**config.mk**
```make
export PLATFORM = sky130hd
export DESIGN_NAME = bvh_ctrl
export DESIGN_NICKNAME = d
export VERILOG_FILES = /design/src/hw/rtl/bvh_pkg.sv /design/src/hw/rtl/bvh_ctrl.sv
export SDC_FILE = /design/constraint.sdc
export NUM_CORES = 1
export LEC_CHECK = 0
export ABC_AREA = 1
export BUFFER_PORTS_ARGS = -buffer_cell sky130_fd_sc_hd__buf_4
export CAP_MARGIN = 20
export CORE_UTILIZATION = 39
export DETAILED_ROUTE_END_ITERATION = 8
export SYNTH_ARGS = -nofsm -noshare
export SYNTH_HDL_FRONTEND = slang
export SYNTH_SLANG_ARGS = --single-unit
```
**constraint.sdc**
```tcl
create_clock -name i_clk -period 1.1 [get_ports i_clk]
set_input_delay 0.275 -clock i_clk [delete_from_list [all_inputs] [get_ports i_clk]]
set_output_delay 0.275 -clock i_clk [all_outputs]
set_load 0.005 [all_outputs]
```
**src/hw/rtl/bvh_pkg.sv**
```systemverilog
// Types and constants shared by the banked value histogram modules.
package bvh_pkg;

    // Operation codes of an input item.
    localparam logic [1:0] OP_ADD   = 2'd0;
    localparam logic [1:0] OP_READ  = 2'd1;
    localparam logic [1:0] OP_CLEAR = 2'd2;

    // Configuration register indexes.
    localparam logic [1:0] REG_RANGE_LOW  = 2'd0;
    localparam logic [1:0] REG_RANGE_HIGH = 2'd1;
    localparam logic [1:0] REG_BIN_SCALE  = 2'd2;

    // Configuration reset values: range 0.0 to 40.0, scale for 64 bins.
    localparam logic signed [31:0] RANGE_LOW_RST  = 32'sd0;
    localparam logic signed [31:0] RANGE_HIGH_RST = 32'sd2621440;
    localparam logic [31:0]        BIN_SCALE_RST  = 32'd104858;

    // Input item.
    typedef struct packed {
        logic [1:0]         op;
        logic [2:0]         bank;
        logic signed [31:0] sample;
        logic [5:0]         read_bin;
    } t_hist_in;

    // Result item.
    typedef struct packed {
        logic        in_range;
        logic [5:0]  bin_index;
        logic [31:0] bin_count;
        logic [31:0] bank_total;
        logic [31:0] out_count;
    } t_hist_out;

    // Commands from the controller to the datapath.
    typedef struct packed {
        logic ld;
        logic calc;
        logic mul;
        logic rd;
        logic commit;
        logic clr_step;
    } t_cmd;

    // Status from the datapath to the controller.
    typedef struct packed {
        logic clr_last;
    } t_status;

endpackage

```
**src/hw/rtl/bvh_ctrl.sv**
```systemverilog
// Controller state machine of the banked value histogram.
module bvh_ctrl (
    input  logic            i_clk,
    input  logic            i_rst_n,
    input  logic            i_in_valid,
    input  logic [1:0]      i_in_op,
    input  logic            i_out_stall,
    input  bvh_pkg::t_status i_status,
    output bvh_pkg::t_cmd   o_cmd,
    output logic            o_in_stall,
    output logic            o_out_valid
);
    import bvh_pkg::*;

    typedef enum logic [6:0] {
        S_INIT = 7'b0000001,
        S_IDLE = 7'b0000010,
        S_CALC = 7'b0000100,
        S_MUL  = 7'b0001000,
        S_RD   = 7'b0010000,
        S_WR   = 7'b0100000,
        S_CLR  = 7'b1000000
    } t_state;

    t_state r_state;
    t_state n_state;
    logic   r_out_valid;
    logic   n_out_valid;
    logic   out_free;
    logic   accept;

    // The result register can take a new result when empty or being drained.
    assign out_free = !r_out_valid || !i_out_stall;
    assign accept   = (r_state == S_IDLE) && i_in_valid;

    // Next state and commands.
    always_comb begin
        n_state        = r_state;
        o_cmd          = '0;
        o_cmd.ld       = accept;
        o_cmd.calc     = (r_state == S_CALC);
        o_cmd.mul      = (r_state == S_MUL);
        o_cmd.rd       = (r_state == S_RD);
        o_cmd.commit   = (r_state == S_WR) && out_free;
        o_cmd.clr_step = (r_state == S_INIT) || (r_state == S_CLR);
        unique case (r_state)
            S_INIT: begin
                if (i_status.clr_last) begin
                    n_state = S_IDLE;
                end
            end
            S_IDLE: begin
                if (i_in_valid) begin
                    case (i_in_op)
                        OP_ADD:   n_state = S_CALC;
                        OP_READ:  n_state = S_RD;
                        OP_CLEAR: n_state = S_CLR;
                        default:  n_state = S_WR;
                    endcase
                end
            end
            S_CALC: n_state = S_MUL;
            S_MUL:  n_state = S_RD;
            S_RD:   n_state = S_WR;
            S_WR: begin
                if (out_free) begin
                    n_state = S_IDLE;
                end
            end
            S_CLR: begin
                if (i_status.clr_last) begin
                    n_state = S_WR;
                end
            end
            default: n_state = S_INIT;
        endcase
    end

    // Result valid: set on commit, cleared once the transfer completes.
    always_comb begin
        if (o_cmd.commit) begin
            n_out_valid = 1'b1;
        end else if (i_out_stall) begin
            n_out_valid = r_out_valid;
        end else begin
            n_out_valid = 1'b0;
        end
    end

    always_ff @(posedge i_clk) begin
        if (!i_rst_n) begin
            r_state     <= S_INIT;
            r_out_valid <= 1'b0;
        end else begin
            r_state     <= n_state;
            r_out_valid <= n_out_valid;
        end
    end

    assign o_in_stall  = (r_state != S_IDLE);
    assign o_out_valid = r_out_valid;

endmodule

```
### Word level (Yosys, flattened, before mapping)

Cells that the tools add are included.

* output and inout port bits: 8
* bits in registers: 8

* equal/unequal tests: 15
* reduce and logical (&&, ||, !) cells: 8
* muxes and demuxes: 8

Operator list (count)
* $pmux 7 s7: 1
* $mux 7: 4
* $pmux 7 s3: 1
* $ne 2x2->1 const B: 4
* $eq 7x1->1 const B: 1
* $eq 7x2->1 const B: 1
* $eq 7x3->1 const B: 1
* $eq 7x4->1 const B: 1
* $eq 7x5->1 const B: 1
* $eq 7x6->1 const B: 1
* $eq 7x7->1 const B: 1
* $ne 7x2->1 const B: 1
* $reduce_and 4->1: 1
* $eq 2x1->1 const B: 1
* $eq 2x2->1 const B: 1
* $logic_and 1x1->1: 2
* $logic_not 1->1: 2
* $logic_not 2->1: 1
* $logic_or 1x1->1: 2
* $mux 1: 2
* $ne 2x1->1 const B: 1

### Logic depth before layout (Yosys ltp)

Gate-level depths: netlist of the first run.

* word-level depth: 4
* mapped depth: 9

### Least setup slack after synthesis of the first run

Ideal clock, no wire load.

* path type: reg2out
* start point: register r_state[6]
* end point: output port o_cmd[5] in the netlist's numbering
* arrival: 0.891 ns
* required time: 0.825 ns
* path slack: -0.066 ns
* cell stages (with the launch flop): 7
* cells stage by stage: dfxtp_1 nor2_2 nand2_4 inv_6 nand2_4 nor2_1 buf_4

* cells in the longest elaborated chain, start to end: 2

RTL lines
* start, declared: RTL line bvh_ctrl.sv:25 `t_state r_state;`
* start signal, assigned: RTL line bvh_ctrl.sv:95 `r_state <= n_state;`
* $eq 7x2->1: RTL line bvh_ctrl.sv:34 `assign accept = (r_state == S_IDLE) && i_in_valid;`
* $logic_and 1x1->1: RTL line bvh_ctrl.sv:34
* end, declared: RTL line bvh_ctrl.sv:9 `output bvh_pkg::t_cmd o_cmd,`

Every way passes these cells.

==> flow_summary.yaml, run 1 <==
synthesis:
  async_flop_share_pct: 0
  synth-seq-cells: 8
  synth_ff_type: "dfxtp_1"
  synth.avg_cell_area_um2: 6.62
  synthMuxAreaShare_pct: 0
  synth_top_family_by_area: "simple AND/OR/NAND/NOR gates"
  synth_most_common_cell: "nand2_1"
  synthesis.area_um2: 596
  synth_nets: 97
  ys_warn_count: 0
  synthSimpleGateAreaFrac_pct: 56.1
  synth_top_area_share_pct: 26.9
  synth-xor-area-share_pct: 0
  synth_area_leader_cell: "dfxtp_1"
  ys_seq_area_share_pct: 26.9
  synth_cells: 90
  ys_types: 20
  synth_commonest_cells: "nand2_1, nor2_1, inv_1, dfxtp_1, nand3_1"
  yosys.area_share.adder_pct: 0
  synth_area_leaders: "dfxtp_1, nand2_1, nor2_1"
  synth_compound_area_share_pct: 4.20
  synth_edf_count: 0
worst_setup_path:
  reg2reg_from: "r_state[1]$_SDFFE_PN0P_"
  regToRegEndpoint: "r_state[0]$_SDFFE_PN1P_"
  ff2ff_path_depth: 9
  worst-path-max-fanout: 4
  arrival_ns: 1.23
  start_kind: "flip-flop"
  reg2reg_setup_slack_ns: -0.37
  critPathKind: "reg2out"
  cp.required_ns: 0.82
  crit_path_end_kind: "output pin"
routing:
  routedWlPerCell_um: 12.9
  via_count: 721
  vias_per_cell: 4.97
  drt_iter0_markers: 6
  drtPass1Iterations: 4
  wirelength_mm: 1.86
  final_antenna_net_count: 0
  remaining_drc_errors: 0
die:
  num_rows: 13
  die_h_um: 41.1
  core_area_mm2: 0.00137
  ios: 15
  start_util_pct: 43.6
  die_w_um: 41.1
  fp.dieArea_mm2: 0.00169
timing:
  final-setup-viol-count: 14
  fmax_mhz: 664
  fin_crit_ns: 1.51
  setup_tns_ns: -4.21
  rsz0062_at_grt: "true"
  clock_skew_ns: 0.00588
  slew_headroom_pct: 84.9
  hold_viol_final: 0
  slew_violations: 0
  worst_slack_ns: -0.406
  worstMarginPinSlew_ns: 0.225
  period_share_pct: 137
run:
  max-cap-violations: 0
global_routing:
  antenna_found_initial: 0
  overflow: 0
  grt_pass1_vias: 582
  track_usage_pct: 23.6
  grt_pass1_wl_mm: 2.48
  grt_max_degree: 6
clock_network:
  clock_sinks: 8
  cts_hold_buf: 0
  worstSkewPairLatency_ns: 0.27
  htree_levels: 1
  path_clk_slew_ns: 0.06
  clock-root-buffer: "clkbuf_4"
  clockBufferDepth: 2
  cts_made_buffers: 3
  cts_tree: "yes"
finish:
  layout.nets: 139
  antennaDiodeCount: 0
  drive_above_1_share_pct: 70.0
  syn2layout_area_growth_pct: 80.5
  n_fill_cell: 103
outcome:
  violations: "setup timing"
  status: "finished with violations"
worst_hold_path:
  holdPathEnd: "r_state[2]$_SDFFE_PN0P_"
  hold_path_class: "in2reg"
  hold-path-cell-count: 3
  min_from: "i_rst_n"
pwr:
  finalPower_mw: 2.18
  p_per_area_mw_per_mm2: 2030
  p_leak_nw: 0.528
  ir_drop_mv: 1.23
placed_design:
  portBuffers: 14
  dp_hpwl_mm: 1.21
  gp_congestion: 0.907
## power by group
part	internal, mW	switching (mW)	total [mW]
registers	0.365	0.0749	0.440
logic	0.763	0.736	1.50
clock network	0.126	0.118	0.244
## metal layers
layer | vias to the layer above | wire length (µm) | global-route usage, %
li1 | 361 | - | -
met1 | 331 | 815 | 29.4
met2 | 22 | 900 | 39.8
met3 | 7 | 76 | 3.26
met4 | 0 | 71 | 10.0
met5 | - | 0 | 0
## placed cells by master (no fill, tap or decap), types with 3 or more instances in the layout
| master | instances |
|---|---|
| nand3_1 | 3 |
| inv_1 | 10 |
| nor2_2 | 4 |
| dfxtp_2 | 5 |
| clkbuf_4 | 3 |
| buf_4 | 30 |
| nand3_2 | 6 |
| inv_2 | 4 |
| nand2_2 | 7 |
| buf_6 | 9 |
| nand2_1 | 12 |
| nor2_1 | 7 |
| nand2_4 | 5 |
| nor2_4 | 9 |
## through the flow
step	setup WS (ns)	util [%]	hold slack, ns	area [µm²]	std cells
final	-0.406	78.7	0.267	1070	145
after detailed placement	-0.166	60.1	0.511	821	129
after CTS	-0.352	70.2	0.251	960	142
after global routing	-0.453	78.7	0.270	1070	145
after global placement	-0.148	60.1	0.504	821	129
after floorplan	-0.0545	-	0.359	622	90
## final cells by class
type                            instances  area [µm²]  share of cell area, %
Multi-Input combinational cell         65         469                   43.7
Inverter                               15        63.8                   5.94
Clock buffer                            3        22.5                   2.10
Timing Repair Buffer                   39         327                   30.4
Sequential cell                         8         174                   16.2
Tap cell                               15        18.8                   1.75
## how the worst max path moves through the flow
stage                                  startpoint                       to  slack, ns  cells past startpoint
after floorplan           r_state[3]$_SDFFE_PN0P_                 o_cmd[5]      -0.05                      6
after global placement    r_state[3]$_SDFFE_PN0P_  r_state[6]$_SDFFE_PN0P_      -0.15                      9
after detailed placement  r_state[0]$_SDFFE_PN1P_  r_state[6]$_SDFFE_PN0P_      -0.17                      8
after CTS                 r_state[0]$_SDFFE_PN1P_                 o_cmd[1]      -0.35                      6
after global routing      r_state[1]$_SDFFE_PN0P_  r_state[0]$_SDFFE_PN1P_      -0.45                      9
final                     r_state[1]$_SDFFE_PN0P_                 o_cmd[0]      -0.41                      6
## registers in the layout, summed over array words and instances, names as in the netlist
| name | count |
|---|---|
| o_out_valid | 1 |
| r_state | 7 |
## logic make-up after synthesis
group           Yosys count
simple gates             60
buf+inv                  17
flops                     8
compound gates            5
## critical path, stage by stage, from the launching register on
cell     delay (ns)
dfxtp_4        0.36
nor2_4         0.13
nand2_2        0.09
inv_2          0.10
nand2_2        0.07
nand2_2        0.10
buf_4          0.11
## what timing repair did
action	CTS	global route
hold endpoints to repair	0	0
buffers inserted	10	6
endpoints found under the setup margin	13	14
gates resized for setup	13	27
pin swaps	9	17
Note: power is estimated with default switching activity, not from simulation.
==> run 2, diff against run 1 <==
--- a/config.mk
+++ b/config.mk
@@ -11,4 +11,5 @@
 export CORE_UTILIZATION = 39
 export DETAILED_ROUTE_END_ITERATION = 8
+export RECOVER_POWER = 50
 export SYNTH_ARGS = -nofsm -noshare
 export SYNTH_HDL_FRONTEND = slang
==> constraint.sdc (replaced) <==
create_clock -name i_clk -period 1.1 [get_ports i_clk]
set_input_delay 0.275 -clock i_clk [delete_from_list [all_inputs] [get_ports i_clk]]
set_output_delay 0.275 -clock i_clk [all_outputs]
set_load 0.02 [all_outputs]
==> flow_summary.yaml, run 2 (synthesized netlist as in run 1, its figures left out) <==
worst_setup_path:
  crit_path_end_kind: "output pin"
  crit_family: "simple AND/OR/NAND/NOR gates"
  worst-path-max-fanout: 3
  path_depth: 6
  worst-path-buf-inv: 2
  max_stage_delay_ns: 0.36
  cp_cell_sequence: "nor2_4, nand2_2, inv_2, nand2_2, nor2_1, buf_4"
  cp_common_cell: "nand2_2"
  crit_slowest_cell: "dfxtp_4"
  critPathKind: "reg2out"
  start_kind: "flip-flop"
  arrival_ns: 1.22
  ff2ff_path_depth: 10
  cp.required_ns: 0.82
timing:
  final-setup-viol-count: 13
  rsz0062_at_grt: "true"
  setup_tns_ns: -3.78
  worstMarginPinSlew_ns: 0.221
  slew_headroom_pct: 85.1
  fin_crit_ns: 1.50
  worst_slack_ns: -0.397
  slew_violations: 0
  clock_skew_ns: 0.00215
  hold_viol_final: 0
  holdWs_ns: 0.235
  fmax_mhz: 668
  period_share_pct: 136
die:
  core_area_mm2: 0.00137
  num_rows: 13
  start_util_pct: 43.6
  ios: 15
  die_h_um: 41.1
  fp.dieArea_mm2: 0.00169
  die_w_um: 41.1
finish:
  largest_reg_flops: 7
  antennaDiodeCount: 0
  syn2layout_area_growth_pct: 72.9
  layout.nets: 134
  final_cells: 140
  final_cell_mix: "buf_4, nand2_1, inv_1, nor2_1, buf_6"
  layout_commonest_cell: "buf_4"
  drive_above_1_share_pct: 66.4
  final_area_mm2: 0.00103
  n_fill_cell: 113
  fin_util_pct: 75.4
  regMostFlops: "r_state"
placed_design:
  place_area_um2: 832
  portBuffers: 14
  pre_cts_slack_ns: -0.202
  gp_congestion: 0.813
  place_inst: 128
  dp_hpwl_mm: 1.20
clock_network:
  cts_made_buffers: 3
  worstSkewPairLatency_ns: 0.26
  htree_levels: 1
  clock_sinks: 8
  clockBufferDepth: 2
  clock-root-buffer: "clkbuf_4"
  cts_tree: "yes"
  cts_hold_buf: 0
  path_clk_slew_ns: 0.06
global_routing:
  grt_max_degree: 6
  track_usage_pct: 23.9
  grt_pass1_wl_mm: 2.55
  grt_pass1_vias: 592
  antenna_found_initial: 0
  overflow: 0
routing:
  routedWlPerCell_um: 12.1
  drt_iter0_markers: 13
  via_count: 689
  remaining_drc_errors: 0
  wirelength_mm: 1.69
  vias_per_cell: 4.92
  final_antenna_net_count: 0
  drtPass1Iterations: 4
pwr:
  p_leak_nw: 0.499
  ir_drop_mv: 1.29
  p_per_area_mw_per_mm2: 2020
  finalPower_mw: 2.08
worst_hold_path:
  hold_path_class: "in2reg"
  hold-path-cell-count: 2
outcome:
  status: "finished with violations"
  violations: "setup timing"
run:
  max-cap-violations: 0
[run 2: cell types whose count changed in the layout (fill, tap and decap cells not counted), moves of 2 or more]
cell,change
nand3_2,-2
inv_1,-2
inv_2,+2
nand2_2,-2
buf_4,-4
nor2_4,-2
[run 2: where the power goes]
part	switching [mW]	leakage, nW	internal, mW
sequential	0.0845	0.0677	0.365
combinational	0.735	0.418	0.652
clock	0.114	0.0138	0.126
[run 2: area by class of cell]
class	count	area [µm²]	area share (%)
Multi-Input combinational cell	65	467	45.3
Timing Repair Buffer	34	285	27.7
Sequential cell	8	173	16.8
Inverter	15	63.8	6.20
Clock buffer	3	22.5	2.19
Tap cell	15	18.8	1.82
[run 2: routing by layer]
layer | global-route usage [%] | vias to the layer above | part of all wire (%)
met2 | 40.2 | 15 | 50
li1 | - | 350 | -
met5 | 0 | - | 0
met3 | 3.26 | 5 | 2.6
met4 | 10.0 | 0 | 1.8
met1 | 29.8 | 319 | 46
[run 2: final timing paths]
path                                                 to                    start  slack [ns]
worst max-delay path                           o_cmd[1]  r_state[0]$_SDFFE_PN1P_       -0.40
worst min-delay path            r_state[0]$_SDFFE_PN1P_                  i_rst_n        0.24
worst max register to register  r_state[6]$_SDFFE_PN0P_  r_state[0]$_SDFFE_PN1P_       -0.25
worst min register to register  r_state[1]$_SDFFE_PN0P_  r_state[1]$_SDFFE_PN0P_        0.54
[run 2: what timing repair did]
item	4_1_cts	5_1_grt
endpoints found under the setup margin	14	14
gates resized for setup	21	10
buffers inserted	10	0
pin swaps	8	6
